$ cat src/hdl/smm_pkg.sv
// Shared types and constants for the sparse matrix multiply block.
// No dependencies; imported by every module of the block.
package smm_pkg;

   localparam int MAX_COLS  = 1024;
   localparam int MAX_INNER = 1024;
   localparam int B_CAP     = 4096;
   localparam int ROW_CAP   = 64;

   localparam int COL_W   = $clog2(MAX_COLS);
   localparam int INNER_W = $clog2(MAX_INNER);
   localparam int BADDR_W = $clog2(B_CAP);
   localparam int BFILL_W = $clog2(B_CAP + 1);
   localparam int RIDX_W  = $clog2(ROW_CAP);
   localparam int RFILL_W = $clog2(ROW_CAP + 1);
   localparam int SWEEP_W = (COL_W > INNER_W) ? COL_W : INNER_W;

   localparam logic [2:0] OP_LOAD_B = 3'd0;
   localparam logic [2:0] OP_A      = 3'd1;
   localparam logic [2:0] OP_D      = 3'd2;
   localparam logic [2:0] OP_EOR    = 3'd3;
   localparam logic [2:0] OP_CLR_B  = 3'd4;

   localparam logic [1:0] CSR_ALPHA = 2'd0;
   localparam logic [1:0] CSR_BETA  = 2'd1;

   localparam logic signed [31:0] ALPHA_RESET = 32'sd65536;
   localparam logic signed [31:0] BETA_RESET  = 32'sd0;

   typedef struct packed {
      logic [2:0]         operation;
      logic [9:0]         b_row;
      logic [9:0]         column;
      logic signed [31:0] value;
   } req_type;

   typedef struct packed {
      logic [9:0]         out_column;
      logic signed [31:0] out_value;
      logic               last_in_row;
      logic               empty_row;
      logic               overflow;
   } rsp_type;

   typedef struct packed {
      logic [COL_W-1:0]   col;
      logic signed [31:0] val;
   } entry_type;

   typedef struct packed {
      logic [BFILL_W-1:0] start;
      logic [BFILL_W-1:0] count;
   } row_ref_type;

   typedef struct packed {
      logic              present;
      logic [RIDX_W-1:0] idx;
   } map_type;

   typedef enum logic [4:0] {
      ST_CLEAR,
      ST_IDLE,
      ST_LOAD_WR,
      ST_A_SCALE,
      ST_A_ROW,
      ST_B_RD,
      ST_B_MUL,
      ST_B_RES,
      ST_D_SCALE,
      ST_ACC_MAP,
      ST_ACC_ADD,
      ST_EMPTY,
      ST_SCAN_RD,
      ST_SCAN_CHK,
      ST_EMIT
   } state_type;

   typedef struct packed {
      logic signed [31:0] res;
      logic               sat;
   } mul_out_type;

endpackage

$ cat src/hdl/smm_qmul.sv
// Shared Q16.16 multiplier: registered 32x32 product, then round and saturate.
// Depends on smm_pkg.
module smm_qmul (
   input  logic                 clock,
   input  logic signed [31:0]   mul_a,
   input  logic signed [31:0]   mul_b,
   output smm_pkg::mul_out_type mul_out
);
   import smm_pkg::*;

   logic signed [63:0] prod_ff;
   logic signed [63:0] prod_in;
   logic signed [63:0] rnd;
   logic signed [63:0] quo;

   assign prod_in = mul_a * mul_b;

   always_ff @(posedge clock) begin
      prod_ff <= prod_in;
   end

   // round to nearest, ties up: add half an lsb then floor
   always_comb begin
      rnd = prod_ff + 64'sd32768;
      quo = rnd >>> 16;
      mul_out.sat = 1'b0;
      mul_out.res = quo[31:0];
      if (quo > 64'sd2147483647) begin
         mul_out.res = 32'sh7FFFFFFF;
         mul_out.sat = 1'b1;
      end else if (quo < -64'sd2147483648) begin
         mul_out.res = 32'sh80000000;
         mul_out.sat = 1'b1;
      end
   end

endmodule

$ cat config.mk
export PLATFORM = sky130hd
export DESIGN_NAME = smm_qmul
export DESIGN_NICKNAME = d
export VERILOG_FILES = /design/src/hdl/smm_pkg.sv /design/src/hdl/smm_qmul.sv
export SDC_FILE = /design/constraint.sdc
export NUM_CORES = 2
export LEC_CHECK = 0
export BUFFER_PORTS_ARGS = -buffer_cell sky130_fd_sc_hd__buf_4
export CAP_MARGIN = 40
export CORE_ASPECT_RATIO = 1.25
export CORE_MARGIN = 10
export CORE_UTILIZATION = 50
export CTS_BUF_LIST = sky130_fd_sc_hd__clkbuf_8
export DETAILED_ROUTE_END_ITERATION = 10
export PLACE_DENSITY = 0.64
export SLEW_MARGIN = 40
export SYNTH_ARGS = -nofsm -noshare
export SYNTH_HDL_FRONTEND = slang
export SYNTH_SLANG_ARGS = --single-unit
$ cat constraint.sdc
create_clock -name clock -period 8.95 [get_ports clock]
set_clock_uncertainty 0.05 [all_clocks]
set_input_delay 0.4475 -clock clock [delete_from_list [all_inputs] [get_ports clock]]
set_output_delay 0.4475 -clock clock [all_outputs]
set_load 0.005 [all_outputs]
==> run metrics <==
Multi-input gate area=0.0324 mm^2; yosys warns=0; DR WL/cell=20.8 um; Post-synth EDFFs=0; Post-Syn Instances=4042; mapped cell area=0.0379 mm^2; die height=328 um; first-pass GRT wire length=168 mm; FF+latch count, synth=49; Top reg by flops=prod_ff; H-tree levels=2; DR WL met3=4.07 mm; Setup CP Type=input pin to flop; vias in the first global route=30600; commonest cells after routing, fill and taps aside=fa_1 (1081), inv_1 (999), nand2_1 (534); WP data required=9.11 ns; synth top area cells=fa_1 (57%), inv_1 (9.9%), and2_1 (8.2%); Final Hold Viols=0; wl on met1=35.3 mm; initial core utilization=50.6%; clk slew on worst S/H paths=0.09 ns; final net count=5300; clk sinks=49; DR WL met2=56.4 mm; First-pass DRT Iterations=5; max-cap violation count=0; commonest non-fill, non-tap cell in the layout=fa_1; filler instances=6971; vias per cell=5.36; antenna violations before repair=3; max reg flops=49; layout cells sized above 1=4.35%; syn avg cell area=9.38 um^2; GRT Overall Usage=24.9%; Sequential cell area=981 um^2; Die W=266 um; top-area cell type share of the netlist area=57.1%; Iter 0 DRT Violations=1314; GPL Wtd Cong=0.894; period utilization=89.7%; pin count of the biggest net entering global routing=33; cell taking the most area after synthesis=fa_1; Slew headroom=47.0%; # hold bufs at CTS=0; minimum clock period=8.03 ns; Fmax=125 MHz; placed cell count=4933; maximum buffer depth of the clock tree=2; critical-path maximum fanout=17; Regs by FF count=prod_ff (49); CP startpoint kind=input pin; DRC viols=0; vias post-DR=26500; CTS-repair resized insts=0; unrepaired setup endpoints after global routing=no; Layout area overhead=3.99%; Async SR Flop Fraction=0%; distinct cell type count after synthesis=72; final antenna-violating net count=0; Layout Cells excl Fill=4945; post-CTS setup buffers=0; syn_nets=5369; num rows=112; clock root buffer=clkbuf_8; Crit path arrival time=8.18 ns; io pins=98; sequential area share after synthesis=2.59%; worst-margin pin slew=0.789 ns; Top FF cell, synth=dfxtp_1; status=finished clean; DP Wirelength=85.2 mm; max-slew violations=0; PortBufs=97; Hold Crit Class=input pin to flop; final WL=103 mm; die footprint=0.0873 mm^2; CTS tree=built; Max Used Layer=met5; crit path capture type=flop; setup TNS=0 ns; GRT overflow=0; # setup viols final=0; Core ar.=0.0750 mm^2; number of CTS-inserted buffers=5
-- metal layers --
layer,vias up,GRT usage (%)
met3,262,2.18
met2,731,47.3
met5,-,0
met4,2,14.2
li1,11400,-
met1,14100,26.6
-- kinds of logic (layout without fill, tap and decap cells) --
| group | after synthesis | after routing | synth area share (%) |
|---|---|---|---|
| xor+xnor | 100 | 100 | 2.33 |
| compound gates | 196 | 196 | 3.42 |
| mux | 1 | 1 | 0.0264 |
| flops | 49 | 49 | 2.59 |
| fa+ha+maj | 1262 | 1262 | 63.0 |
| buf+inv | 1202 | 1134 | 12.0 |
| simple gates | 1232 | 1232 | 16.6 |
| other cells | 0 | 2 | 0 |
-- layout make-up --
class                           instances  area share [%]
Antenna cell                            2          0.0127
Clock buffer                            6           0.209
Clock inverter                          2          0.0856
Inverter                              998            9.50
Multi-Input combinational cell       2791            82.1
Sequential cell                        49            2.49
Tap cell                              969            3.07
Timing Repair Buffer                  128            2.53
-- critical path, cell delays in order --
cell      delay (ns)
buf_4           0.19
nand2_1         0.17
inv_1           0.08
fa_1            0.58
inv_1           0.16
fa_1            0.54
inv_1           0.13
fa_1            0.58
inv_1           0.06
fa_1            0.65
inv_1           0.18
buf_4           0.23
fa_1            0.47
fa_1            0.54
inv_1           0.05
fa_1            0.46
fa_1            0.52
inv_1           0.04
ha_1            0.36
a21o_1          0.19
a21oi_1         0.14
o21ai_0         0.15
or3_1           0.37
a211oi_1        0.37
nor3_1          0.12
a211o_1         0.29
xnor2_1         0.12
-- cell usage after synthesis, drive strengths merged (3+ instances only) --
| cell type | n |
|---|---|
| fa | 1081 |
| inv | 998 |
| nand2 | 535 |
| and2 | 499 |
| clkbuf | 193 |
| ha | 181 |
| a21oi | 62 |
| xnor2 | 62 |
| nor2 | 61 |
| o21ai | 52 |
| dfxtp | 49 |
| xor2 | 38 |
| nand4 | 30 |
| a21o | 27 |
| nand3 | 25 |
| nand2b | 15 |
| nor3 | 15 |
| and3 | 11 |
| buf | 11 |
| nor2b | 10 |
| nor4 | 7 |
| o211ai | 7 |
| and4 | 6 |
| o21bai | 6 |
| a31oi | 5 |
| o31ai | 5 |
| or3 | 5 |
| a211oi | 4 |
| or2 | 4 |
| a31o | 3 |
| nand4b | 3 |
| nor3b | 3 |
| o21a | 3 |
-- metrics by stage --
stage / setup slack (ns) / hold slack [ns] / util (%) / cell area (um^2)
floorplan: 0.796 / 0.885 / - / 37900
CTS: 0.884 / 0.976 / 52.6 / 39400
finish: 0.922 / 0.983 / 52.6 / 39400
detailed placement: 0.557 / 1.05 / 52.4 / 39300
global placement: 0.637 / 1.05 / 52.4 / 39300
global route: 0.299 / 1.03 / 52.6 / 39400
-- path summary, 6_finish.rpt --
| path | start | end | slack, ns | cells after the start |
|---|---|---|---|---|
| max | mul_a[31] | prod_ff[63]$_DFF_P_ | 0.92 | 27 |
| min | mul_b[0] | prod_ff[15]$_DFF_P_ | 0.98 | 6 |
Power is not shown: default switching activity piles up to over one toggle a cycle in this logic, so the estimate is an artifact.
